[src/design/trial_division_prime_tester_macros.svh]
// Assertion macros for the trial division prime tester.
// Used by the top level; needs clk and rst_n in scope at the point of use.
`ifndef TRIAL_DIVISION_PRIME_TESTER_MACROS_SVH
`define TRIAL_DIVISION_PRIME_TESTER_MACROS_SVH
`ifndef SYNTHESIS
`define TDPT_ASSERT(lbl, prop) \
    lbl: assert property (@(posedge clk) disable iff (!rst_n) prop) \
        else $error("tdpt assertion failed");
`define TDPT_ASSERT_NEXT(lbl, ante, cons) \
    lbl: assert property (@(posedge clk) disable iff (!rst_n) (ante) |=> (cons)) \
        else $error("tdpt assertion failed");
`else
`define TDPT_ASSERT(lbl, prop)
`define TDPT_ASSERT_NEXT(lbl, ante, cons)
`endif
`endif

[src/design/tdpt_pkg.sv]
// Shared types and constants of the trial division prime tester.
// No dependencies; used by the top level.
package tdpt_pkg;

    localparam int NUMBER_WIDTH_DEF = 32;
    localparam int COUNT_WIDTH_DEF  = 40;

    localparam int FIRST_DIVISOR = 3;
    localparam int WHEEL_START   = 5;
    localparam int STEP_SHORT    = 2;
    localparam int STEP_LONG     = 4;
    localparam int LARGEST_RESET = 2;

    typedef enum logic [2:0] {
        ST_IDLE,
        ST_SCREEN,
        ST_DIVIDE,
        ST_DECIDE,
        ST_FINISH
    } tdpt_state_t;

endpackage

[src/design/tdpt_stream_if.sv]
// Valid/ready channel interfaces of the prime tester: candidates and results.
// No dependencies.
interface tdpt_cand_if #(
    parameter int NUMBER_WIDTH = 32
);
    logic                    valid;
    logic                    ready;
    logic [NUMBER_WIDTH-1:0] candidate;

    modport source (output valid, output candidate, input ready);
    modport sink   (input valid, input candidate, output ready);
endinterface

interface tdpt_result_if #(
    parameter int NUMBER_WIDTH = 32,
    parameter int COUNT_WIDTH  = 40
);
    logic                    valid;
    logic                    ready;
    logic                    prime_flag;
    logic [COUNT_WIDTH-1:0]  primes_found;
    logic [COUNT_WIDTH-1:0]  checked_total;
    logic [NUMBER_WIDTH-1:0] largest_seen;

    modport source (output valid, output prime_flag, output primes_found,
                    output checked_total, output largest_seen, input ready);
    modport sink   (input valid, input prime_flag, input primes_found,
                    input checked_total, input largest_seen, output ready);
endinterface

[src/design/trial_division_prime_tester.sv]
// Top level of the trial division prime tester (6k +/- 1 wheel).
// Depends on tdpt_pkg, tdpt_stream_if.sv and trial_division_prime_tester_macros.svh.
//
//   channel     | dir | beat payload
//   ------------+-----+---------------------------------------------------------
//   candidates  | in  | candidate
//   results     | out | prime_flag, primes_found, checked_total, largest_seen
//
// One candidate at a time. Each trial divisor runs a bit-serial restoring
// divider and then a decide state; up to about sqrt(candidate) / 3 + 2
// divisors are tried.
// Reset sets the counters to zero and the largest prime to two; no clearing pass.
// A waiting result register does not block the search; only the final load waits.
`include "trial_division_prime_tester_macros.svh"

module trial_division_prime_tester #(
    parameter int NUMBER_WIDTH = tdpt_pkg::NUMBER_WIDTH_DEF,
    parameter int COUNT_WIDTH  = tdpt_pkg::COUNT_WIDTH_DEF
) (
    input  logic          clk,
    input  logic          rst_n,
    tdpt_cand_if.sink     candidates,
    tdpt_result_if.source results
);
    import tdpt_pkg::*;

    localparam int BIT_CNT_WIDTH = $clog2(NUMBER_WIDTH);

    tdpt_state_t state_reg, state_next;

    logic [NUMBER_WIDTH-1:0]  cand_reg, cand_next;
    logic [NUMBER_WIDTH-1:0]  dvsr_reg, dvsr_next;
    logic [NUMBER_WIDTH-1:0]  quot_reg, quot_next;
    logic [NUMBER_WIDTH:0]    rem_reg, rem_next;
    logic [BIT_CNT_WIDTH-1:0] bit_cnt_reg, bit_cnt_next;
    logic                     first_reg, first_next;
    logic                     step4_reg, step4_next;
    logic                     verdict_reg, verdict_next;

    logic                     res_valid_reg, res_valid_next;
    logic                     res_flag_reg, res_flag_next;
    logic [COUNT_WIDTH-1:0]   prime_cnt_reg, prime_cnt_next;
    logic [COUNT_WIDTH-1:0]   check_cnt_reg, check_cnt_next;
    logic [NUMBER_WIDTH-1:0]  largest_reg, largest_next;

    logic                     in_beat;
    logic                     out_free;
    logic [NUMBER_WIDTH:0]    rem_shift;
    logic                     rem_ge;
    logic                     quot_below;
    logic                     rem_zero;
    logic [NUMBER_WIDTH-1:0]  step_val;

    assign in_beat    = candidates.valid && candidates.ready;
    assign out_free   = !res_valid_reg || results.ready;
    assign rem_shift  = {rem_reg[NUMBER_WIDTH-1:0], quot_reg[NUMBER_WIDTH-1]};
    assign rem_ge     = rem_shift >= {1'b0, dvsr_reg};
    assign quot_below = quot_reg < dvsr_reg;
    assign rem_zero   = rem_reg == '0;
    assign step_val   = step4_reg ? NUMBER_WIDTH'(STEP_LONG) : NUMBER_WIDTH'(STEP_SHORT);

    assign candidates.ready    = state_reg == ST_IDLE;
    assign results.valid         = res_valid_reg;
    assign results.prime_flag    = res_flag_reg;
    assign results.primes_found  = prime_cnt_reg;
    assign results.checked_total = check_cnt_reg;
    assign results.largest_seen  = largest_reg;

    always_comb
    begin
        state_next = state_reg;
        unique case (state_reg)
            ST_IDLE:
            begin
                if (in_beat)
                    state_next = ST_SCREEN;
            end
            ST_SCREEN:
            begin
                if (cand_reg < NUMBER_WIDTH'(2) || cand_reg == NUMBER_WIDTH'(2) ||
                    cand_reg == NUMBER_WIDTH'(3) || !cand_reg[0])
                    state_next = ST_FINISH;
                else
                    state_next = ST_DIVIDE;
            end
            ST_DIVIDE:
            begin
                if (bit_cnt_reg == '0)
                    state_next = ST_DECIDE;
            end
            ST_DECIDE:
            begin
                if (first_reg)
                    state_next = rem_zero ? ST_FINISH : ST_DIVIDE;
                else if (quot_below || rem_zero)
                    state_next = ST_FINISH;
                else
                    state_next = ST_DIVIDE;
            end
            ST_FINISH:
            begin
                if (out_free)
                    state_next = ST_IDLE;
            end
            default:
                state_next = ST_IDLE;
        endcase
    end

    always_comb
    begin
        cand_next      = cand_reg;
        dvsr_next      = dvsr_reg;
        quot_next      = quot_reg;
        rem_next       = rem_reg;
        bit_cnt_next   = bit_cnt_reg;
        first_next     = first_reg;
        step4_next     = step4_reg;
        verdict_next   = verdict_reg;
        res_valid_next = res_valid_reg && !results.ready;
        res_flag_next  = res_flag_reg;
        prime_cnt_next = prime_cnt_reg;
        check_cnt_next = check_cnt_reg;
        largest_next   = largest_reg;
        unique case (state_reg)
            ST_IDLE:
            begin
                if (in_beat)
                    cand_next = candidates.candidate;
            end
            ST_SCREEN:
            begin
                verdict_next = cand_reg == NUMBER_WIDTH'(2) || cand_reg == NUMBER_WIDTH'(3);
                dvsr_next    = NUMBER_WIDTH'(FIRST_DIVISOR);
                first_next   = 1'b1;
                step4_next   = 1'b0;
                quot_next    = cand_reg;
                rem_next     = '0;
                bit_cnt_next = BIT_CNT_WIDTH'(NUMBER_WIDTH - 1);
            end
            ST_DIVIDE:
            begin
                rem_next     = rem_ge ? rem_shift - {1'b0, dvsr_reg} : rem_shift;
                quot_next    = {quot_reg[NUMBER_WIDTH-2:0], rem_ge};
                bit_cnt_next = bit_cnt_reg - 1'b1;
            end
            ST_DECIDE:
            begin
                // divisor 3 only screens; the wheel proper checks the bound first
                if (first_reg)
                    verdict_next = 1'b0;
                else
                    verdict_next = quot_below;
                if (first_reg)
                begin
                    dvsr_next  = NUMBER_WIDTH'(WHEEL_START);
                    first_next = 1'b0;
                end
                else
                begin
                    dvsr_next  = dvsr_reg + step_val;
                    step4_next = !step4_reg;
                end
                quot_next    = cand_reg;
                rem_next     = '0;
                bit_cnt_next = BIT_CNT_WIDTH'(NUMBER_WIDTH - 1);
            end
            ST_FINISH:
            begin
                if (out_free)
                begin
                    res_valid_next = 1'b1;
                    res_flag_next  = verdict_reg;
                    check_cnt_next = (check_cnt_reg == '1) ? check_cnt_reg
                                                           : check_cnt_reg + 1'b1;
                    if (verdict_reg)
                    begin
                        prime_cnt_next = (prime_cnt_reg == '1) ? prime_cnt_reg
                                                               : prime_cnt_reg + 1'b1;
                        if (cand_reg > largest_reg)
                            largest_next = cand_reg;
                    end
                end
            end
            default:
            begin
                res_valid_next = res_valid_reg;
            end
        endcase
    end

    always_ff @(posedge clk or negedge rst_n)
    begin
        if (!rst_n)
        begin
            state_reg     <= ST_IDLE;
            res_valid_reg <= 1'b0;
            prime_cnt_reg <= '0;
            check_cnt_reg <= '0;
            largest_reg   <= NUMBER_WIDTH'(LARGEST_RESET);
        end
        else
        begin
            state_reg     <= state_next;
            res_valid_reg <= res_valid_next;
            prime_cnt_reg <= prime_cnt_next;
            check_cnt_reg <= check_cnt_next;
            largest_reg   <= largest_next;
        end
    end

    always_ff @(posedge clk)
    begin
        cand_reg     <= cand_next;
        dvsr_reg     <= dvsr_next;
        quot_reg     <= quot_next;
        rem_reg      <= rem_next;
        bit_cnt_reg  <= bit_cnt_next;
        first_reg    <= first_next;
        step4_reg    <= step4_next;
        verdict_reg  <= verdict_next;
        res_flag_reg <= res_flag_next;
    end

    `TDPT_ASSERT_NEXT(a_busy_after_beat, in_beat, !candidates.ready)
    `TDPT_ASSERT(a_counts_order, check_cnt_reg >= prime_cnt_reg)
    `TDPT_ASSERT(a_divisor_odd, (state_reg != ST_DIVIDE) || dvsr_reg[0])
    `TDPT_ASSERT(a_largest_floor, largest_reg >= NUMBER_WIDTH'(LARGEST_RESET))

endmodule
[src/flat_wrapper.sv]
// flat-port wrapper written by rule: the top's interface ports become plain ports
module trial_division_prime_tester_flat import tdpt_pkg::*;
#(
    parameter int NUMBER_WIDTH = tdpt_pkg::NUMBER_WIDTH_DEF,
    parameter int COUNT_WIDTH  = tdpt_pkg::COUNT_WIDTH_DEF
)
  (clk, rst_n, candidates_valid, candidates_candidate, candidates_ready, results_valid, results_prime_flag, results_primes_found, results_checked_total, results_largest_seen, results_ready);
  tdpt_cand_if #(.NUMBER_WIDTH(NUMBER_WIDTH)) candidates_i ();
  tdpt_result_if #(.NUMBER_WIDTH(NUMBER_WIDTH), .COUNT_WIDTH(COUNT_WIDTH)) results_i ();
  input  logic clk;
  input  logic rst_n;
  input wire logic [$bits(candidates_i.valid)-1:0] candidates_valid;
  input wire logic [$bits(candidates_i.candidate)-1:0] candidates_candidate;
  output wire logic [$bits(candidates_i.ready)-1:0] candidates_ready;
  output wire logic [$bits(results_i.valid)-1:0] results_valid;
  output wire logic [$bits(results_i.prime_flag)-1:0] results_prime_flag;
  output wire logic [$bits(results_i.primes_found)-1:0] results_primes_found;
  output wire logic [$bits(results_i.checked_total)-1:0] results_checked_total;
  output wire logic [$bits(results_i.largest_seen)-1:0] results_largest_seen;
  input wire logic [$bits(results_i.ready)-1:0] results_ready;
  assign candidates_i.valid = candidates_valid;
  assign candidates_i.candidate = candidates_candidate;
  assign candidates_ready = candidates_i.ready;
  assign results_valid = results_i.valid;
  assign results_prime_flag = results_i.prime_flag;
  assign results_primes_found = results_i.primes_found;
  assign results_checked_total = results_i.checked_total;
  assign results_largest_seen = results_i.largest_seen;
  assign results_i.ready = results_ready;
  trial_division_prime_tester #(.NUMBER_WIDTH(NUMBER_WIDTH), .COUNT_WIDTH(COUNT_WIDTH)) u_core (.clk(clk), .rst_n(rst_n), .candidates(candidates_i), .results(results_i));
endmodule
[config.mk]
export PLATFORM = sky130hd
export DESIGN_NAME = trial_division_prime_tester_flat
export DESIGN_NICKNAME = d
export VERILOG_FILES = /design/src/design/tdpt_pkg.sv /design/src/design/tdpt_stream_if.sv /design/src/design/trial_division_prime_tester.sv /design/src/flat_wrapper.sv
export VERILOG_INCLUDE_DIRS = /design/src /design/src/design
export SDC_FILE = /design/constraint.sdc
export NUM_CORES = 1
export LEC_CHECK = 0
export BUFFER_PORTS_ARGS = -buffer_cell sky130_fd_sc_hd__buf_4
export CORE_MARGIN = 3
export CORE_UTILIZATION = 50
export DETAILED_ROUTE_END_ITERATION = 6
export GPL_TIMING_DRIVEN = 0
export MAX_ROUTING_LAYER = met4
export PLACE_DENSITY = 0.69
export SLEW_MARGIN = 20
export SYNTH_ARGS = -nofsm -noshare
export SYNTH_HDL_FRONTEND = slang
export SYNTH_SLANG_ARGS = --single-unit
[constraint.sdc]
create_clock -name clk -period 4.6 [get_ports clk]
set_input_delay 0.46 -clock clk [delete_from_list [all_inputs] [get_ports clk]]
set_output_delay 0.46 -clock clk [all_outputs]
set_load 0.05 [all_outputs]
# Word level (Yosys, flattened, before mapping)
# Cells that the tools add are included.
# op_classes
addsub	5
multipliers	0
n_div	0
magnitude_cmp	4
eq_ne	12
shifts	0
n_mux	22
bitwise	2
n_reduce_logical	27
# op_table
operator	n
32-bit case mux with 2 select lines	2
40-bit by 1-bit adder with 40-bit output, second input constant	2
40-bit == test, second input constant	2
33-bit case mux with 2 select lines	1
32-bit by 2-bit == test with 1-bit output, second input constant	2
33-bit by 32-bit >= comparator with 1-bit output	1
33-bit logical NOT	1
33-bit two-way mux	1
33-bit by 32-bit subtractor with 33-bit output	1
32-bit adder	1
32-bit > comparator	1
32-bit by 2-bit less-than comparator with 1-bit output, second input constant	1
32-bit less-than comparator	1
32-bit two-way mux	1
3-bit two-way mux	8
3-bit case mux with 5 select lines	1
5-bit case mux with 2 select lines	1
1-bit case mux with 2 select lines	4
4-bit AND reduction	2
3-bit by 2-bit == test with 1-bit output, second input constant	2
1-bit logical OR	6
2-bit AND reduction	3
3-bit AND reduction	2
2-bit nonzero test	3
other kinds (13)	22
# word_totals
register_bits	254
latchBits	0
ram_bits	0
romBits	0
input_bits	36
output_inout_bits	115
elab_cells	86
n_memories	0

# Logic depth before layout (Yosys ltp)
# logic_depth
ltp_word	6
depth_mapped	13
ltp_nobuf	11

# Worst setup path after synthesis
# Ideal clock, no wire load.
# synth_timing
path_kind	register -> register
startpoint	register u_core.state_reg[1]
endpoint	register u_core.bit_cnt_reg[0], enable pin
setup_ns	0.499
t_arrival_ns	3.483
t_required_ns	4.101
path_slack_ns	0.619
path_stages_with_launch	4
n_path_buf	1
period_less_slack_ns	3.981
path_cell_list	dfrtp_1 -> buf_2 -> nor2_2 -> nor2_1
# synth_via
elab_chain_cells	3
word_cells_on_any_way	5
cone_classes	eq/ne (3); reduce/logical (2)
# synth_rtl
element	line_no	rtl
start, declared	trial_division_prime_tester.sv:29	tdpt_state_t state_reg, state_next;
start signal, assigned	trial_division_prime_tester.sv:204	state_reg <= state_next;
3-bit by 1-bit == test with 1-bit output / 3-bit by 2-bit == test with 1-bit output (equally long branches)	trial_division_prime_tester.sv:125	unique case (state_reg)
2-bit OR reduction (no line)	n/a	
2-bit nonzero test (no line) *	n/a	
end signal, assigned	trial_division_prime_tester.sv:218	bit_cnt_reg <= bit_cnt_next;
end, declared	trial_division_prime_tester.sv:35	logic [BIT_CNT_WIDTH-1:0] bit_cnt_reg, bit_cnt_next;
# Every way passes the cells marked *; elsewhere a longest branch is shown, timed or not.
# A chain may end at the register's enable or synchronous reset.

# Worst setup path in the final report
# layout_timing
startpoint	register u_core.largest_reg[1], in the netlist u_core.results.largest_seen[1]
endpoint	register u_core.largest_reg[19], in the netlist u_core.results.largest_seen[19]
# layout_via
elab_chain_cells	2
# layout_rtl
element	line_no	rtl
start, declared	trial_division_prime_tester.sv:44	logic [NUMBER_WIDTH-1:0] largest_reg, largest_next;
start signal, assigned	trial_division_prime_tester.sv:200	largest_reg <= NUMBER_WIDTH'(LARGEST_RESET);
start signal, assigned	trial_division_prime_tester.sv:208	largest_reg <= largest_next;
32-bit > comparator	trial_division_prime_tester.sv:180	if (cand_reg > largest_reg)
4-bit AND reduction (no line)	n/a	
# No other way between the ends.

==> results_dict.tcl <==
set metrics [dict create \
    dr.pass1.iters 5 \
    drtIter0Drc 566 \
    setup-violations-final 0 \
    crit_path_top_delay_cell "o31ai_1" \
    power.total_mw 12.2 \
    cts_tree "done" \
    hold_depth 1 \
    wirelength_mm 35.3 \
    final_util 0.607 \
    status "completed" \
    worstMarginPinSlew_ps 1080 \
    multi_input_area_mm2 0.00682 \
    path_common_cell "o21a_1" \
    slew_viol_final 0 \
    core_mm2 0.0280 \
    yosys_most_used_dff "edfxtp_1" \
    fillers 2388 \
    p_per_area_mw_per_mm2 715 \
    hold_viol_final 0 \
    synth_edf_count 137 \
    rows 61 \
    slew_headroom 0.274 \
    dr_total_vias 10950 \
    final-seq-area_mm2 0.00702 \
    clk_latency_ps 530 \
    synth_seq_area_share 0.489 \
    finalCriticalPeriod_ps 3690 \
    period_share 0.803 \
    cp_num_cells 11 \
    hold_class "in -> reg" \
    syn2layout_area_growth_pct 18.4 \
    post_cts_resized 0 \
    port_buffers 150 \
    worstPathCellList "inv_1, ha_1, nor2b_1, o21a_1, o21a_1, o21a_1, o211ai_1, a31oi_1, o31ai_1, buf_4, mux2_2" \
    grt_max_degree 63 \
    switching_share 0.425 \
    dp.cells 1930 \
    syn_area_mm2 0.0144 \
    cap_violations 0 \
    die_x_um 175 \
    yosysUniqueCellTypes 75 \
    path_class "reg -> reg" \
    htreeDepth 1 \
    rsz0062_at_grt "no" \
    max_freq_mhz 271 \
    ir_drop_mv 0.373 \
    critPathMaxStageDelay_ps 940 \
    crit_path_start_kind "register" \
    clock_path_buffers 3 \
    die_h_um 175 \
    drc 0 \
    cts.sinks 253 \
    overflow 0 \
    p_sw_mw 5.17 \
    place_area_mm2 0.0161 \
    internal_power_mw 6.99 \
    avgSynthCellArea_um2 10.3 \
    synthArstFlopShare 0.458 \
    grt.total_usage 0.234 \
    ant_nets 0 \
    post-dp-hpwl_mm 26.9 \
    end_kind "register" \
    antenna_found_initial 0 \
    final_area_mm2 0.0170 \
    nets 1720 \
    gp_congestion 0.926 \
    cp_max_fo 10 \
    drive_gt1_frac 0.174 \
    cp.required_ps 5000 \
    initial_core_util 0.513 \
    first_global_vias 10898 \
    worstPathArrival_ps 4100 \
    reg2reg_depth 11 \
    routed_via_density 5.53 \
    syn_nets 1534 \
    io_pins 151 \
    syn_inst 1396 \
    wl_per_cell_um 17.8 \
    grt_pass1_wl_mm 57.0 \
    power_leakage_nw 7.60 \
    stdcell_count 1980 \
    p_seq_frac 0.330 \
    antenna_cells 0 \
    path_buf_inv 2 \
    clock-skew-final_ps 12.3 \
    die_area_mm2 0.0308 \
    ys_ff_latch 253 \
    clock_power_share 0.178 \
    whs_ps 109 \
    postCtsSetupRepairBufs 0 \
    ys.warnings.count 0 \
    critPathTopFamily "compound AO/OA/AOI/OAI gates" \
    power_frac_comb 0.492 \
    root_buffer "clkbuf_16" \
    clk_pin_slew_ps 60 \
    cts_made_buffers 27 \
]
cells in the mapped netlist, drive strengths merged (4+ instances only):
| master | count | area, um^2 |
|---|---|---|
| a31oi | 6 | 43.8 |
| or2 | 4 | 27.5 |
| edfxtp | 137 | 4110 |
| o22ai | 6 | 37.5 |
| o31ai | 7 | 52.6 |
| dfrtp | 115 | 2880 |
| xnor2 | 86 | 753 |
| buf | 14 | 96.3 |
| or4 | 4 | 33.8 |
| nand2 | 213 | 800 |
| o21ai | 30 | 154 |
| nand2b | 7 | 43.8 |
| and4 | 12 | 113 |
| xor2 | 42 | 368 |
| ha | 100 | 1250 |
| inv | 96 | 360 |
| a211oi | 15 | 133 |
| a221oi | 4 | 35.0 |
| clkbuf | 19 | 72.6 |
| a21boi | 4 | 30.0 |
| and3 | 18 | 113 |
| a21oi | 67 | 343 |
| nor3 | 37 | 185 |
| nor2b | 8 | 50.1 |
| and2 | 12 | 75.1 |
| o211ai | 6 | 45.0 |
| a21o | 32 | 240 |
| o21a | 11 | 82.6 |
| nand4 | 42 | 263 |
| nor4 | 23 | 150 |
| or3 | 11 | 73.8 |
| nand3 | 45 | 225 |
| mux2 | 35 | 394 |
| nor2 | 92 | 353 |
layout make-up:
class | count | share of cell area
buffer | 33 | 0.0100
clock buffer | 33 | 0.0435
clock inverter | 16 | 0.00824
inverter | 97 | 0.0214
multi-input combinational | 1013 | 0.401
sequential | 253 | 0.413
tap | 378 | 0.0278
timing repair buffer | 157 | 0.0755
metrics by stage:
step | setup slack (ps) | TNS (ps)
after floorplan | 619 | 0
after global placement | -839 | -58290
after detailed placement | 952 | 0
after CTS | 900 | 0
after global routing | 776 | 0
final | 905 | 0
power groups by stage:
stage | clock network (mW) | registers (mW) | logic [mW]
finish | 2.16 | 4.01 | 5.98
global route | 2.30 | 4.10 | 6.63
CTS | 2.20 | 4.01 | 5.98
detailed placement | 0 | 4.04 | 5.93
global placement | 0 | 4.07 | 5.63
floorplan | 0 | 4.43 | 3.82
cells in the final DEF (no fill, tap or decap), drive strengths merged, types with 4 or more instances in the layout:
cell type  count
o211ai         6
xor2          42
o21ai         30
buf          170
clkbuf        52
or3           11
a21o          32
a221oi         4
a21boi         4
clkinv        10
ha           100
dfrtp        115
edfxtp       137
inv           98
xnor2         86
nor4          23
o21a          11
nand2b         7
and4          12
or2            4
nor2b          8
nand4         42
nand3         45
o22ai          6
nor2          92
and2          12
nor3          37
or4            4
o31ai          7
a31oi          6
a211oi        15
nand2        213
and3          18
mux2          35
a21oi         67
worst paths after layout:
kind | from | endpoint | slack [ps]
setup / recovery | u_core.results.largest_seen[1] | u_core.results.largest_seen[19] | 910
min in group asynchronous | rst_n | u_core.results.primes_found[3] | 480
hold reg to reg | u_core.results.checked_total[25] | u_core.results.checked_total[25] | 490
setup reg to reg | u_core.results.largest_seen[1] | u_core.results.largest_seen[19] | 910
hold / removal | candidates_candidate[8] | u_core.cand_reg[8] | 110
max in group asynchronous | rst_n | u_core.results.largest_seen[20] | 3440
routing by layer:
metal,wire length [um],global-route usage,vias up
li1,-,-,5363
met1,15300,0.303,5238
met2,16300,0.366,297
met3,2940,0.0698,52
met4,751,0.0544,0
met5,0,-,-
worst reg2reg max path: cells and delay by family, from the launching register on:
kind / cells / cell delay (ps)
AOI/OAI and AO/OA: 6 / 1850
DFF: 1 / 560
buffers and inverters: 2 / 390
muxes: 1 / 360
adders and majority gates: 1 / 290
and+or+nand+nor: 1 / 130
kinds of logic after synthesis:
group / after synthesis / synth area share
AO/OA/AOI/OAI: 210 / 0.0980
XOR/XNOR: 128 / 0.0780
adder cells (fa/ha/maj): 102 / 0.0899
buffers and inverters: 130 / 0.0371
flip-flops: 253 / 0.489
multiplexers: 38 / 0.0295
AND/OR/NAND/NOR: 535 / 0.179
what timing repair did:
item,4_1_cts,5_1_grt
hold endpoints to repair,53,0
setup endpoints to repair,0,0
hold buffers,1,0
(Power assumes the default switching activity.)
